===== config.mk =====
export PLATFORM = sky130hd
export DESIGN_NAME = sequential_list_engine
export DESIGN_NICKNAME = d
export VERILOG_FILES = /design/src/rtl/sle_pkg.sv /design/src/rtl/sle_ram.sv /design/src/rtl/sequential_list_engine.sv
export SDC_FILE = /design/constraint.sdc
export NUM_CORES = 2
export LEC_CHECK = 0
export BUFFER_PORTS_ARGS = -buffer_cell sky130_fd_sc_hd__buf_2
export CAP_MARGIN = 5
export CELL_PAD_IN_SITES_DETAIL_PLACEMENT = 1
export CELL_PAD_IN_SITES_GLOBAL_PLACEMENT = 1
export CORE_MARGIN = 5
export CORE_UTILIZATION = 59
export CTS_CLUSTER_SIZE = 28
export DETAILED_ROUTE_END_ITERATION = 8
export GPL_TIMING_DRIVEN = 1
export PLACE_DENSITY_LB_ADDON = 0.12
export SETUP_SLACK_MARGIN = 0.3
export SYNTH_ARGS = -nofsm -noshare
export SYNTH_HDL_FRONTEND = slang
export SYNTH_SLANG_ARGS = --single-unit

===== constraint.sdc =====
create_clock -name clock -period 11.44 [get_ports clock]
set_input_delay 0.572 -clock clock [delete_from_list [all_inputs] [get_ports clock]]
set_output_delay 0.572 -clock clock [all_outputs]
set_load 0.02 [all_outputs]

===== src/rtl/sle_pkg.sv =====
// ----------------------------------------------------------------------------
// sle_pkg
// Shared types and constants of the sequential list engine: command and
// status codes, sequencer states and the fixed field widths of the ports.
// ----------------------------------------------------------------------------
package sle_pkg;

   localparam int CMD_W = 3;
   localparam int POS_W = 7;
   localparam int VAL_W = 16;
   localparam int STS_W = 3;
   localparam int LEN_W = 7;

   localparam int DEF_CAPACITY   = 64;
   localparam int DEF_ELEM_WIDTH = 16;

   typedef enum logic [CMD_W-1:0] {
      CMD_INSERT  = 3'd0,
      CMD_DELETE  = 3'd1,
      CMD_GET     = 3'd2,
      CMD_LOCATE  = 3'd3,
      CMD_DEL_MIN = 3'd4,
      CMD_SORT    = 3'd5
   } cmd_type;

   typedef enum logic [STS_W-1:0] {
      ST_OK       = 3'd0,
      ST_FULL     = 3'd1,
      ST_EMPTY    = 3'd2,
      ST_BADPOS   = 3'd3,
      ST_NOTFOUND = 3'd4
   } status_type;

   typedef enum logic [3:0] {
      S_IDLE,
      S_INS_SHIFT,
      S_INS_PUT,
      S_DEL_SHIFT,
      S_GET_READ,
      S_DRAIN,
      S_LOC_SCAN,
      S_MIN_SCAN,
      S_MIN_PUT,
      S_SORT_OUTER,
      S_SORT_TAKE,
      S_SORT_INNER,
      S_SORT_CMP,
      S_FINISH
   } state_type;

endpackage


===== src/rtl/sle_ram.sv =====
// ----------------------------------------------------------------------------
// sle_ram
// Entry store: one write port and one read port, registered read data.
// ----------------------------------------------------------------------------
module sle_ram #(
   parameter int DEPTH = sle_pkg::DEF_CAPACITY,
   parameter int WIDTH = sle_pkg::DEF_ELEM_WIDTH
) (
   input  logic                     clock,
   input  logic                     wr_en,
   input  logic [$clog2(DEPTH)-1:0] wr_addr,
   input  logic [WIDTH-1:0]         wr_data,
   input  logic                     rd_en,
   input  logic [$clog2(DEPTH)-1:0] rd_addr,
   output logic [WIDTH-1:0]         rd_data
);

   logic [WIDTH-1:0] mem [DEPTH];
   logic [WIDTH-1:0] rd_data_ff;

   always_ff @(posedge clock) begin
      if (wr_en) begin
         mem[wr_addr] <= wr_data;
      end
   end

   always_ff @(posedge clock) begin
      if (rd_en) begin
         rd_data_ff <= mem[rd_addr];
      end
   end

   assign rd_data = rd_data_ff;

endmodule


===== src/rtl/sequential_list_engine.sv =====
// ----------------------------------------------------------------------------
// sequential_list_engine
// Ordered list of signed values in a single-port-write entry store with a
// count, driven by insert, delete, get, locate, delete-minimum and sort.
//
// Usage: a command word enters on req_ (valid/stall); one result word
// leaves on rsp_ (valid/stall) for every command. The engine works on one
// command at a time; req_stall is low only while the sequencer is idle.
// Every entry move or scan step is one access of the store's read port,
// so the cost of insert and delete grows with the entries from the
// position up, locate (at most) and delete-minimum with the list length,
// sort is quadratic at worst, and get, errors and unused codes do not
// depend on the list.
// Results sit in an output register, so a new command is taken while the
// previous result still waits; a command that finishes while that register
// is held by rsp_stall waits in its last state until the word is taken.
// Reset empties the list (count to zero); the store itself is
// not cleared, entries are only read after they are written.
// ----------------------------------------------------------------------------
module sequential_list_engine #(
   parameter int CAPACITY   = sle_pkg::DEF_CAPACITY,
   parameter int ELEM_WIDTH = sle_pkg::DEF_ELEM_WIDTH
) (
   input  logic                              clock,
   input  logic                              reset,
   input  logic                              req_valid,
   output logic                              req_stall,
   input  logic [sle_pkg::CMD_W-1:0]         req_cmd,
   input  logic [sle_pkg::POS_W-1:0]         req_position,
   input  logic signed [sle_pkg::VAL_W-1:0]  req_value,
   output logic                              rsp_valid,
   input  logic                              rsp_stall,
   output logic [sle_pkg::STS_W-1:0]         rsp_status,
   output logic signed [sle_pkg::VAL_W-1:0]  rsp_result_value,
   output logic [sle_pkg::POS_W-1:0]         rsp_result_position,
   output logic [sle_pkg::LEN_W-1:0]         rsp_list_length
);

   localparam int AW = $clog2(CAPACITY);
   localparam int CW = $clog2(CAPACITY + 1);
   localparam int XW = ((CW > sle_pkg::POS_W) ? CW : sle_pkg::POS_W) + 1;
   localparam int EW = ELEM_WIDTH;

   sle_pkg::state_type  state_ff, state_in;
   sle_pkg::status_type sts_ff, sts_in;

   logic [CW-1:0] cnt_ff, cnt_in;
   logic [CW-1:0] n_ff, n_in;
   logic [CW-1:0] k_ff, k_in;
   logic [CW-1:0] ptr_ff, ptr_in;
   logic [CW-1:0] jx_ff, jx_in;
   logic [EW-1:0] val_ff, val_in;
   logic [EW-1:0] t_ff, t_in;
   logic [EW-1:0] min_ff, min_in;
   logic [EW-1:0] last_ff, last_in;
   logic [AW-1:0] at_ff, at_in;

   logic          wv_ff, wv_in;
   logic [AW-1:0] wa_ff, wa_in;
   logic          cv_ff, cv_in;
   logic          sv_ff, sv_in;
   logic [AW-1:0] six_ff, six_in;

   logic signed [sle_pkg::VAL_W-1:0] rval_ff, rval_in;
   logic [sle_pkg::POS_W-1:0]        rpos_ff, rpos_in;

   logic                             rsp_valid_ff, rsp_valid_in;
   logic [sle_pkg::STS_W-1:0]        rsp_status_ff, rsp_status_in;
   logic signed [sle_pkg::VAL_W-1:0] rsp_value_ff, rsp_value_in;
   logic [sle_pkg::POS_W-1:0]        rsp_pos_ff, rsp_pos_in;
   logic [sle_pkg::LEN_W-1:0]        rsp_len_ff, rsp_len_in;

   logic          ram_we;
   logic [AW-1:0] ram_wa;
   logic [EW-1:0] ram_wd;
   logic          ram_re;
   logic [AW-1:0] ram_ra;
   logic [EW-1:0] rd_data;

   logic [XW-1:0] pos_x;
   logic [XW-1:0] cnt_x;
   logic          pos_zero;

   sle_ram #(
      .DEPTH (CAPACITY),
      .WIDTH (EW)
   ) u_ram (
      .clock   (clock),
      .wr_en   (ram_we),
      .wr_addr (ram_wa),
      .wr_data (ram_wd),
      .rd_en   (ram_re),
      .rd_addr (ram_ra),
      .rd_data (rd_data)
   );

   assign pos_x    = XW'(req_position);
   assign cnt_x    = XW'(cnt_ff);
   assign pos_zero = (req_position == '0);

   assign req_stall = (state_ff != sle_pkg::S_IDLE);

   always_comb begin
      state_in     = state_ff;
      sts_in       = sts_ff;
      cnt_in       = cnt_ff;
      n_in         = n_ff;
      k_in         = k_ff;
      ptr_in       = ptr_ff;
      jx_in        = jx_ff;
      val_in       = val_ff;
      t_in         = t_ff;
      min_in       = min_ff;
      last_in      = last_ff;
      at_in        = at_ff;
      wv_in        = 1'b0;
      wa_in        = wa_ff;
      cv_in        = 1'b0;
      sv_in        = 1'b0;
      six_in       = six_ff;
      rval_in      = rval_ff;
      rpos_in      = rpos_ff;
      rsp_valid_in = rsp_valid_ff && rsp_stall;
      rsp_status_in = rsp_status_ff;
      rsp_value_in  = rsp_value_ff;
      rsp_pos_in    = rsp_pos_ff;
      rsp_len_in    = rsp_len_ff;
      ram_we       = 1'b0;
      ram_wa       = wa_ff;
      ram_wd       = rd_data;
      ram_re       = 1'b0;
      ram_ra       = AW'(ptr_ff);

      // data returning from the read issued last cycle
      if (wv_ff) begin
         ram_we = 1'b1;
      end
      if (cv_ff) begin
         rval_in = sle_pkg::VAL_W'($signed(rd_data));
      end

      unique case (state_ff)
         sle_pkg::S_IDLE: begin
            if (req_valid) begin
               n_in    = cnt_ff;
               k_in    = CW'(pos_x - XW'(1));
               val_in  = EW'($signed(req_value));
               sts_in  = sle_pkg::ST_OK;
               rval_in = '0;
               rpos_in = '0;
               unique case (sle_pkg::cmd_type'(req_cmd))
                  sle_pkg::CMD_INSERT: begin
                     if (cnt_ff == CW'(CAPACITY)) begin
                        sts_in   = sle_pkg::ST_FULL;
                        state_in = sle_pkg::S_FINISH;
                     end else if (pos_zero || pos_x > cnt_x + XW'(1)) begin
                        sts_in   = sle_pkg::ST_BADPOS;
                        state_in = sle_pkg::S_FINISH;
                     end else begin
                        ptr_in   = cnt_ff;
                        cnt_in   = cnt_ff + CW'(1);
                        state_in = sle_pkg::S_INS_SHIFT;
                     end
                  end
                  sle_pkg::CMD_DELETE: begin
                     if (cnt_ff == '0) begin
                        sts_in   = sle_pkg::ST_EMPTY;
                        state_in = sle_pkg::S_FINISH;
                     end else if (pos_zero || pos_x > cnt_x) begin
                        sts_in   = sle_pkg::ST_BADPOS;
                        state_in = sle_pkg::S_FINISH;
                     end else begin
                        ptr_in   = CW'(pos_x - XW'(1));
                        cnt_in   = cnt_ff - CW'(1);
                        state_in = sle_pkg::S_DEL_SHIFT;
                     end
                  end
                  sle_pkg::CMD_GET: begin
                     if (pos_zero || pos_x > cnt_x) begin
                        sts_in   = sle_pkg::ST_BADPOS;
                        state_in = sle_pkg::S_FINISH;
                     end else begin
                        state_in = sle_pkg::S_GET_READ;
                     end
                  end
                  sle_pkg::CMD_LOCATE: begin
                     sts_in   = sle_pkg::ST_NOTFOUND;
                     ptr_in   = '0;
                     state_in = sle_pkg::S_LOC_SCAN;
                  end
                  sle_pkg::CMD_DEL_MIN: begin
                     if (cnt_ff == '0) begin
                        sts_in   = sle_pkg::ST_EMPTY;
                        state_in = sle_pkg::S_FINISH;
                     end else begin
                        ptr_in   = '0;
                        cnt_in   = cnt_ff - CW'(1);
                        state_in = sle_pkg::S_MIN_SCAN;
                     end
                  end
                  sle_pkg::CMD_SORT: begin
                     ptr_in   = CW'(1);
                     state_in = sle_pkg::S_SORT_OUTER;
                  end
                  default: begin
                     state_in = sle_pkg::S_FINISH;
                  end
               endcase
            end
         end

         // move entries up, top first, then drop the new value in
         sle_pkg::S_INS_SHIFT: begin
            if (ptr_ff != k_ff) begin
               ram_re = 1'b1;
               ram_ra = AW'(ptr_ff - CW'(1));
               wv_in  = 1'b1;
               wa_in  = AW'(ptr_ff);
               ptr_in = ptr_ff - CW'(1);
            end else begin
               state_in = sle_pkg::S_INS_PUT;
            end
         end
         sle_pkg::S_INS_PUT: begin
            ram_we   = 1'b1;
            ram_wa   = AW'(k_ff);
            ram_wd   = val_ff;
            state_in = sle_pkg::S_FINISH;
         end

         // first read returns the removed word, the rest move down by one
         sle_pkg::S_DEL_SHIFT: begin
            if (ptr_ff != n_ff) begin
               ram_re = 1'b1;
               if (ptr_ff == k_ff) begin
                  cv_in = 1'b1;
               end else begin
                  wv_in = 1'b1;
                  wa_in = AW'(ptr_ff - CW'(1));
               end
               ptr_in = ptr_ff + CW'(1);
            end else begin
               state_in = sle_pkg::S_DRAIN;
            end
         end
         sle_pkg::S_GET_READ: begin
            ram_re   = 1'b1;
            ram_ra   = AW'(k_ff);
            cv_in    = 1'b1;
            state_in = sle_pkg::S_DRAIN;
         end
         sle_pkg::S_DRAIN: begin
            state_in = sle_pkg::S_FINISH;
         end

         sle_pkg::S_LOC_SCAN: begin
            if (sv_ff && rd_data == val_ff) begin
               sts_in   = sle_pkg::ST_OK;
               rpos_in  = sle_pkg::POS_W'(CW'(six_ff) + CW'(1));
               state_in = sle_pkg::S_FINISH;
            end else if (ptr_ff != n_ff) begin
               ram_re = 1'b1;
               sv_in  = 1'b1;
               six_in = AW'(ptr_ff);
               ptr_in = ptr_ff + CW'(1);
            end else if (!sv_ff) begin
               state_in = sle_pkg::S_FINISH;
            end
         end

         // the last entry is caught on its way past to fill the hole
         sle_pkg::S_MIN_SCAN: begin
            if (sv_ff) begin
               if (six_ff == '0 || $signed(rd_data) < $signed(min_ff)) begin
                  min_in = rd_data;
                  at_in  = six_ff;
               end
               if (CW'(six_ff) == n_ff - CW'(1)) begin
                  last_in = rd_data;
               end
            end
            if (ptr_ff != n_ff) begin
               ram_re = 1'b1;
               sv_in  = 1'b1;
               six_in = AW'(ptr_ff);
               ptr_in = ptr_ff + CW'(1);
            end else if (!sv_ff) begin
               state_in = sle_pkg::S_MIN_PUT;
            end
         end
         sle_pkg::S_MIN_PUT: begin
            ram_we   = 1'b1;
            ram_wa   = at_ff;
            ram_wd   = last_ff;
            rval_in  = sle_pkg::VAL_W'($signed(min_ff));
            state_in = sle_pkg::S_FINISH;
         end

         sle_pkg::S_SORT_OUTER: begin
            if (ptr_ff >= n_ff) begin
               state_in = sle_pkg::S_FINISH;
            end else begin
               ram_re   = 1'b1;
               ram_ra   = AW'(ptr_ff);
               state_in = sle_pkg::S_SORT_TAKE;
            end
         end
         sle_pkg::S_SORT_TAKE: begin
            t_in     = rd_data;
            jx_in    = ptr_ff;
            state_in = sle_pkg::S_SORT_INNER;
         end
         sle_pkg::S_SORT_INNER: begin
            if (jx_ff == '0) begin
               ram_we   = 1'b1;
               ram_wa   = AW'(jx_ff);
               ram_wd   = t_ff;
               ptr_in   = ptr_ff + CW'(1);
               state_in = sle_pkg::S_SORT_OUTER;
            end else begin
               ram_re   = 1'b1;
               ram_ra   = AW'(jx_ff - CW'(1));
               state_in = sle_pkg::S_SORT_CMP;
            end
         end
         sle_pkg::S_SORT_CMP: begin
            ram_we = 1'b1;
            ram_wa = AW'(jx_ff);
            if ($signed(t_ff) < $signed(rd_data)) begin
               ram_wd   = rd_data;
               jx_in    = jx_ff - CW'(1);
               state_in = sle_pkg::S_SORT_INNER;
            end else begin
               ram_wd   = t_ff;
               ptr_in   = ptr_ff + CW'(1);
               state_in = sle_pkg::S_SORT_OUTER;
            end
         end

         sle_pkg::S_FINISH: begin
            if (!rsp_valid_ff || !rsp_stall) begin
               rsp_valid_in  = 1'b1;
               rsp_status_in = sts_ff;
               rsp_value_in  = rval_ff;
               rsp_pos_in    = rpos_ff;
               rsp_len_in    = sle_pkg::LEN_W'(cnt_ff);
               state_in      = sle_pkg::S_IDLE;
            end
         end

         default: begin
            state_in = sle_pkg::S_IDLE;
         end
      endcase
   end

   always_ff @(posedge clock) begin
      if (reset) begin
         state_ff     <= sle_pkg::S_IDLE;
         cnt_ff       <= '0;
         wv_ff        <= 1'b0;
         cv_ff        <= 1'b0;
         sv_ff        <= 1'b0;
         rsp_valid_ff <= 1'b0;
      end else begin
         state_ff     <= state_in;
         cnt_ff       <= cnt_in;
         wv_ff        <= wv_in;
         cv_ff        <= cv_in;
         sv_ff        <= sv_in;
         rsp_valid_ff <= rsp_valid_in;
      end
   end

   always_ff @(posedge clock) begin
      sts_ff        <= sts_in;
      n_ff          <= n_in;
      k_ff          <= k_in;
      ptr_ff        <= ptr_in;
      jx_ff         <= jx_in;
      val_ff        <= val_in;
      t_ff          <= t_in;
      min_ff        <= min_in;
      last_ff       <= last_in;
      at_ff         <= at_in;
      wa_ff         <= wa_in;
      six_ff        <= six_in;
      rval_ff       <= rval_in;
      rpos_ff       <= rpos_in;
      rsp_status_ff <= rsp_status_in;
      rsp_value_ff  <= rsp_value_in;
      rsp_pos_ff    <= rsp_pos_in;
      rsp_len_ff    <= rsp_len_in;
   end

   assign rsp_valid           = rsp_valid_ff;
   assign rsp_status          = rsp_status_ff;
   assign rsp_result_value    = rsp_value_ff;
   assign rsp_result_position = rsp_pos_ff;
   assign rsp_list_length     = rsp_len_ff;

   a_count_bound: assert property (@(posedge clock) disable iff (reset)
      cnt_ff <= CW'(CAPACITY))
      else $error("entry count above capacity");

   a_no_rw_clash: assert property (@(posedge clock) disable iff (reset)
      wv_ff && ram_re |-> ram_ra != wa_ff)
      else $error("read of an entry whose move is still pending");

   a_one_return: assert property (@(posedge clock) disable iff (reset)
      $onehot0({wv_ff, cv_ff, sv_ff}))
      else $error("returning read word claimed twice");

   a_put_drained: assert property (@(posedge clock) disable iff (reset)
      (state_ff == sle_pkg::S_INS_PUT || state_ff == sle_pkg::S_SORT_INNER ||
       state_ff == sle_pkg::S_SORT_CMP || state_ff == sle_pkg::S_MIN_PUT) |-> !wv_ff)
      else $error("second write into the store in one cycle");

   a_rsp_from_finish: assert property (@(posedge clock) disable iff (reset)
      $rose(rsp_valid_ff) |-> $past(state_ff == sle_pkg::S_FINISH))
      else $error("result word raised outside the finish step");

endmodule

# Word-level counts from Yosys, hierarchy flattened
# Memory sizes are Yosys's and may differ from the RTL's. A register that Yosys moved wholly into a read port is not among the register bits.
# Cells that the tools add are included.
[op_classes]
addsub = 9
magnitude_cmp = 5
n_eq_ne = 51
mux = 91
n_reduce_logical = 35
[ops]
columns = ["op", "n"]
rows = [
  ["2-to-1 mux 7 bit", 19],
  ["2-to-1 mux 16 bit", 4],
  ["case mux 16 bit (4 select lines)", 1],
  ["2-to-1 mux 4 bit", 15],
  ["2-to-1 mux 6 bit", 8],
  ["case mux 4 bit (12 select lines)", 1],
  ["case mux 7 bit (6 select lines)", 1],
  ["!= test 2 bit (second input constant)", 19],
  ["case mux 7 bit (5 select lines)", 1],
  ["subtractor 7 x 1 -> 7 bit (second input constant)", 5],
  ["less-than comparator 16 bit", 2],
  ["case mux 16 bit (2 select lines)", 1],
  ["case mux 7 bit (2 select lines)", 2],
  ["equality test 4 bit (second input constant)", 6],
  ["case mux 4 bit (6 select lines)", 1],
  ["case mux 6 bit (2 select lines)", 2],
  ["case mux 6 bit (4 select lines)", 1],
  ["logical NOT 7 bit", 3],
  ["!= test 3 bit (second input constant)", 7],
  ["case mux 7 bit (3 select lines)", 1],
  ["case mux 6 bit (3 select lines)", 1],
  ["equality test 16 bit", 1],
  ["equality test 4 x 3 -> 1 bit (second input constant)", 4],
  ["AND reduction 8 bit", 2],
  ["other kinds (39)", 83],
]
[totals]
reg_bits = 184
ramBits = 1024
in_bits = 30
output_inout_bits = 35
word_cells = 216
n_memories = 1
[mem_list]
columns = ["memory", "words", "word_bits", "rd", "rd_ports_with_merged_regs", "wr", "line_no", "rtl"]
rows = [
  ["u_ram.mem", 64, 16, 1, 1, 1, "sle_ram.sv:18", "logic [WIDTH-1:0] mem [DEPTH];"],
]

# Depth between registers and ports, before layout
[depth]
depth_word = 8
ltp_mapped = 16
ltp_nobuf = 14

# Hierarchy
# A second synthesis with hierarchy kept.
[hier_totals]
cells_unflattened = 2818
area_unflattened_um2 = 50793.7
[modules_own_cells]
columns = ["module", "n_inst", "cells_per_inst", "area_per_inst_um2", "seq_area_each_um2"]
rows = [
  ["sle_ram", 1, 1820, 40138.5, 31230.0],
  ["sequential_list_engine", 1, 998, 10655.2, 5215.0],
]

# Worst setup path before layout
# Ideal clock, no wire load.
[synth_path]
kind = "reg2reg"
startpoint = "register u_ram.rd_data_ff[1], in the netlist u_ram.rd_data[1], read port of u_ram.mem"
endpoint = "memory u_ram.mem[0][10] (netlist name), data pin"
setup_time_ns = 0.569
arrival_ns = 4.475
t_required_ns = 10.871
path_slack_ns = 6.395
stages_incl_launch_ff = 13
path_buffers = 1
synth_period_minus_slack_ns = 5.045
path_cell_list = "edfxtp_1 inv_1 ha_1 a21o_1 a21o_1 a21o_1 a21o_1 a2111oi_2 o21bai_1 mux2i_4 clkbuf_1 o21ai_0 a2bb2oi_1"
[synth_via]
elab_chain_len = 3
[synth_rtl]
columns = ["element", "line_no", "rtl"]
rows = [
  ["start, declared", "sle_ram.sv:19", "logic [WIDTH-1:0] rd_data_ff;"],
  ["less-than comparator 16 bit", "sequential_list_engine.sv:329", "if ($signed(t_ff) < $signed(rd_data)) begin"],
  ["2-to-1 mux 16 bit", "sequential_list_engine.sv:329", ""],
  ["case mux 16 bit (4 select lines)", "sequential_list_engine.sv:142", "unique case (state_ff)"],
  ["net ram_wd[10]", "sequential_list_engine.sv:75", "logic [EW-1:0] ram_wd;"],
  ["end, declared", "sle_ram.sv:18", ""],
]
# The timed path passes the listed nets, and every way through them passes these cells.

# Worst setup path in the final report
[layout_path]
startpoint = "register state_ff[3]"
endpoint = "register u_ram.rd_data_ff[13], in the netlist u_ram.rd_data[13], read port of u_ram.mem, data pin"
[layout_via]
elab_chain_len = 3
word_cells_on_any_way = 10
classes_between = "eq/ne: 7; mux: 2; reduce/logical: 1"
[layout_rtl]
columns = ["element", "line_no", "rtl"]
rows = [
  ["start, declared", "sequential_list_engine.sv:44", "sle_pkg::state_type state_ff, state_in;"],
  ["start signal, assigned", "sequential_list_engine.sv:359", "state_ff <= sle_pkg::S_IDLE;"],
  ["start signal, assigned", "sequential_list_engine.sv:366", "state_ff <= state_in;"],
  ["equality test 4 x 3 -> 1 bit / equality test 4 x 2 -> 1 bit (equally long branches)", "sequential_list_engine.sv:142", ""],
  ["OR reduction 2 bit (no line)", "-", ""],
  ["case mux 1 bit (6 select lines)", "sequential_list_engine.sv:142", ""],
]
# Parallel ways exist; a longest one is shown, timed or not.
# A chain may end at the register's enable or synchronous reset.

==> impl_summary.md <==
Worst setup path
Traced cell by cell, the critical path runs through nand4b_1, nand2b_1, o21ai_0, a211o_4, buf_12, buf_4, mux2i_1, mux2i_1, o22ai_1, nor4_1, mux2_2. The buffer and inverter count on the worst path is 2. The stage delay of the slowest cell on the critical path is 0.98 ns. The endpoint identified for the worst register-to-register timing path is u_ram.rd_data[13]. The worst register-to-register path has a setup slack of 5.03 ns. The nature of the critical path startpoint is a register. The maximum fanout count along the critical path is 127.

The reg-to-reg critical path startpoint is state_ff[3]. Among all stages on the critical path, the largest delay is contributed by sky130_fd_sc_hd__buf_4. STA puts the critical path data arrival time at 6.88 ns. The category of cells accounting for the largest share of critical-path delay is buffers and inverters. The critical path data required time is 11.91 ns. The worst reg2reg path depth is 11.

The most used cell along the critical path is sky130_fd_sc_hd__mux2i_1. STA classifies the critical path endpoint as a register. The worst setup path is of the reg -> reg kind.

Synthesis
The number of synthesized flops with an enable pin is 1193. The post-synth net total is 3238. The proportion of synthesized chip area in sequential cells is 70.3%. Of all flip-flops after synthesis, the portion carrying an async set or reset was 0%. Synthesis inferred 1224 register bits. The mux share of post-synthesis cell area is 15.9%.

Summing the areas of all compound-gate instances in the mapped netlist gives 4.85% of the synthesized area. After Yosys synthesis, and, or, nand and nor cells account for 3.68% of the synthesized area. The xor/xnor cell area share of the yosys netlist is 1.01%. The most used flip-flop cell after synthesis is sky130_fd_sc_hd__edfxtp_1. After synthesis, the largest area contributor takes up 69.2% of total cell area. The combinational family with the most area after synthesis is multiplexers.

Summed over all instances, the cell type with the most area after synthesis is sky130_fd_sc_hd__edfxtp_1. Ranked by total cell area, the synthesized netlist is headed by sky130_fd_sc_hd__edfxtp_1 (69%), sky130_fd_sc_hd__mux2i_1 (15%), sky130_fd_sc_hd__o22ai_1 (1.6%). Of the total synthesized cell area, the portion taken by full adders, half adders and majority gates is 1.61%.

Yosys mapped the design onto 80 distinct sky130hd cell types. The post-synthesis area per instance is 16.5 um^2. The Yosys step of the flow raised 0 warnings. Counting every instance in the synthesized netlist gives 3142. The netlist area before placement is 0.0518 mm^2.

Routing
The routed wirelength normalized by instance count is 31.8 um. The detail route stage leaves a number of antenna-violating nets equal to 0. After detailed routing, the number of vias per cell comes to 6.51.

The first detailed-routing pass ran for 7 iterations. The routed layout has 29.5k vias. Wires add up to 144 mm. The residual DRC count is 0. The number of violations reported at the end of detailed-routing iteration 0 is 3212.

Power and ir drop
In this run the power density over the cells is 320 mW/mm^2. IR analysis of the VDD net gives a maximum drop of 0.370 mV. The analysis attributes to cell leakage a power of 20.3 nW.

Clocking
TritonCTS built the clock tree. The clock passes through at most 3 buffers. The later pin in the worst-skew pair is clocked with a latency of 0.73 ns. Clock-pin slew was measured on the worst setup and hold paths at 0.07 ns. In this run, post-CTS repair resized a total of 0 instances. The clock tree root buffer cell is sky130_fd_sc_hd__clkbuf_16.

The H-tree was split into 3 levels. Clock tree synthesis inserted a total of 120 buffers. The clock net sink count is 1224.

Die
The count of pins on the block boundary is 65. The floorplan row count is 108. The floorplan step defined a die boundary enclosing 0.0938 mm^2.

In this run the standard cell core region covers 0.0870 mm^2. From bottom edge to top edge, the die measures 306 um. The width of the chip is 306 um. The initial utilization of the core area, before any placement, comes to 59.5%.

Timing
The final max-slew violation count came to 0. Setup repair after global routing left no endpoint under its margin. Clock skew on the completed layout was measured at 0.0513 ns. Timing would allow up to 156 MHz. The total negative slack is 0 ns. The smallest clock period supported by the final layout is computed as 6.41 ns. The number of failing hold endpoints at the final stage is 0.

The transition time of the tightest slew-check pin is 1.29 ns. The worst path uses 56.1% of the clock period. The hold slack is 0.0466 ns. Setup violations remaining at the end of the flow were counted as 0.

The worst relative slew slack is 13.8%.

Global routing
The remaining global-route overflow is 0. Entering global routing, the biggest net connects 151 pins. The first global-routing pass estimated 210 mm of wire. The via count of the first global-routing pass was 31.2k.

Global routing used 30.2% of the available tracks. The number of antenna violations at the first check in global routing was 7.

Hold path
The endpoint of the worst hold-timing path is val_ff[1]. The worst hold path stage count is 1. The path category of the worst min-delay check is in -> reg. The critical hold path startpoint is req_value[1].

Placement
The number of placed instances with taps included is 4305. The routability-driven placement congestion ratio is 0.875. The quantity of I/O buffers inserted on ports is 64.

After legalization and detailed placement, the total HPWL measured 87.7 mm.

Layout
Leaving out fill and tap cells, the most frequent cell in the layout is sky130_fd_sc_hd__edfxtp_1. Relative to the synthesized area, the layout overhead comes to 10.5%. Leaving out fill and tap cells, the most frequent cells in the layout are sky130_fd_sc_hd__edfxtp_1 (1193), sky130_fd_sc_hd__mux2i_1 (799), sky130_fd_sc_hd__o22ai_1 (134). The final-stage net count is 3373.

Cells with a size suffix above 1 make up 12.1% of the layout. The number of cells in the finished layout apart from fillers is 4532.

Status
The run finished with clean final reports.

Job
The count of maximum capacitance violations is 0.
## per-layer routing
layer	share of wire, %	global-route usage (%)
met1	40	41.3
met4	3.5	9.97
met5	0.041	0
met2	48	49.5
met3	7.6	5.91
## metrics by stage
stage	utilization, %	instance area, um^2	total power [mW]	worst slack [ns]
6_report	65.8	57200	18.3	5.03
5_1_grt	65.8	57200	18.9	4.81
4_1_cts	65.7	57200	18.2	5.11
3_5_place_dp	61.4	53400	14.4	5.19
3_3_place_gp	61.4	53400	14.0	5.52
2_1_floorplan	-	51800	11.8	6.40
## synth_stat cells, types with 15 or more instances
cell type                     n
sky130_fd_sc_hd__edfxtp_1  1193
sky130_fd_sc_hd__mux2i_1    799
sky130_fd_sc_hd__nor2_1     135
sky130_fd_sc_hd__o22ai_1    134
sky130_fd_sc_hd__nand2_1     86
sky130_fd_sc_hd__ha_1        65
sky130_fd_sc_hd__inv_1       61
sky130_fd_sc_hd__o21ai_0     52
sky130_fd_sc_hd__a21oi_1     51
sky130_fd_sc_hd__clkbuf_1    47
sky130_fd_sc_hd__xnor2_1     45
sky130_fd_sc_hd__nor4_1      43
sky130_fd_sc_hd__buf_6       40
sky130_fd_sc_hd__buf_2       33
sky130_fd_sc_hd__dfxtp_1     31
sky130_fd_sc_hd__nand3_1     24
sky130_fd_sc_hd__nor3_1      22
sky130_fd_sc_hd__a21o_1      19
sky130_fd_sc_hd__mux2_2      16
sky130_fd_sc_hd__nand4_1     16
sky130_fd_sc_hd__o21a_1      16
sky130_fd_sc_hd__a221oi_1    15
sky130_fd_sc_hd__xor2_1      15
## cell type report
type / instances / area, um^2
tap: 1155 / 1450
clock inverter: 79 / 634
fill: 7495 / 29800
multi-input combinational: 1708 / 14200
inverter: 62 / 233
timing repair buffer: 161 / 1120
antenna: 1 / 2.50
clock buffer: 142 / 3110
sequential: 1224 / 36400
## timing repair
action | CTS | global route
buffers inserted | 0 | 0
endpoints found under the hold margin | 3 | 0
hold buffers | 3 | 0
## state kept, by name, indices dropped and copies added (netlist names), 7 cells and up
| register | count |
|---|---|
| cnt_ff | 7 |
| jx_ff | 7 |
| k_ff | 7 |
| last_ff | 16 |
| min_ff | 16 |
| n_ff | 7 |
| ptr_ff | 7 |
| rpos_ff | 7 |
| rsp_list_length | 7 |
| rsp_result_position | 7 |
| rsp_result_value | 16 |
| rval_ff | 16 |
| t_ff | 16 |
| u_ram.mem | 1024 |
| u_ram.rd_data | 16 |
| val_ff | 16 |
## cells by family after synthesis
group           count (synthesis)
flops                        1224
fa+ha+maj                      66
xor+xnor                       60
buf+inv                       210
compound gates                374
mux                           817
simple gates                  391
## report_power, final
part           internal (mW)  switching, mW  total [mW]
registers               6.38          0.355        6.73
logic                   2.55           5.21        7.76
clock network           2.11           1.69        3.80
total                   11.0           7.25        18.3
## worst max-delay path by stage
stage,startpoint,endpoint,slack [ns],cells past startpoint
3_3_place_gp,state_ff[3],u_ram.rd_data[13],5.52,11
3_5_place_dp,state_ff[3],u_ram.rd_data[13],5.19,11
2_1_floorplan,u_ram.rd_data[1],u_ram.mem[0][10],6.40,12
5_1_grt,state_ff[3],u_ram.rd_data[13],4.81,11
4_1_cts,state_ff[3],u_ram.rd_data[13],5.11,11
6_report,state_ff[3],u_ram.rd_data[13],5.03,11
(Power assumes the default switching activity.)
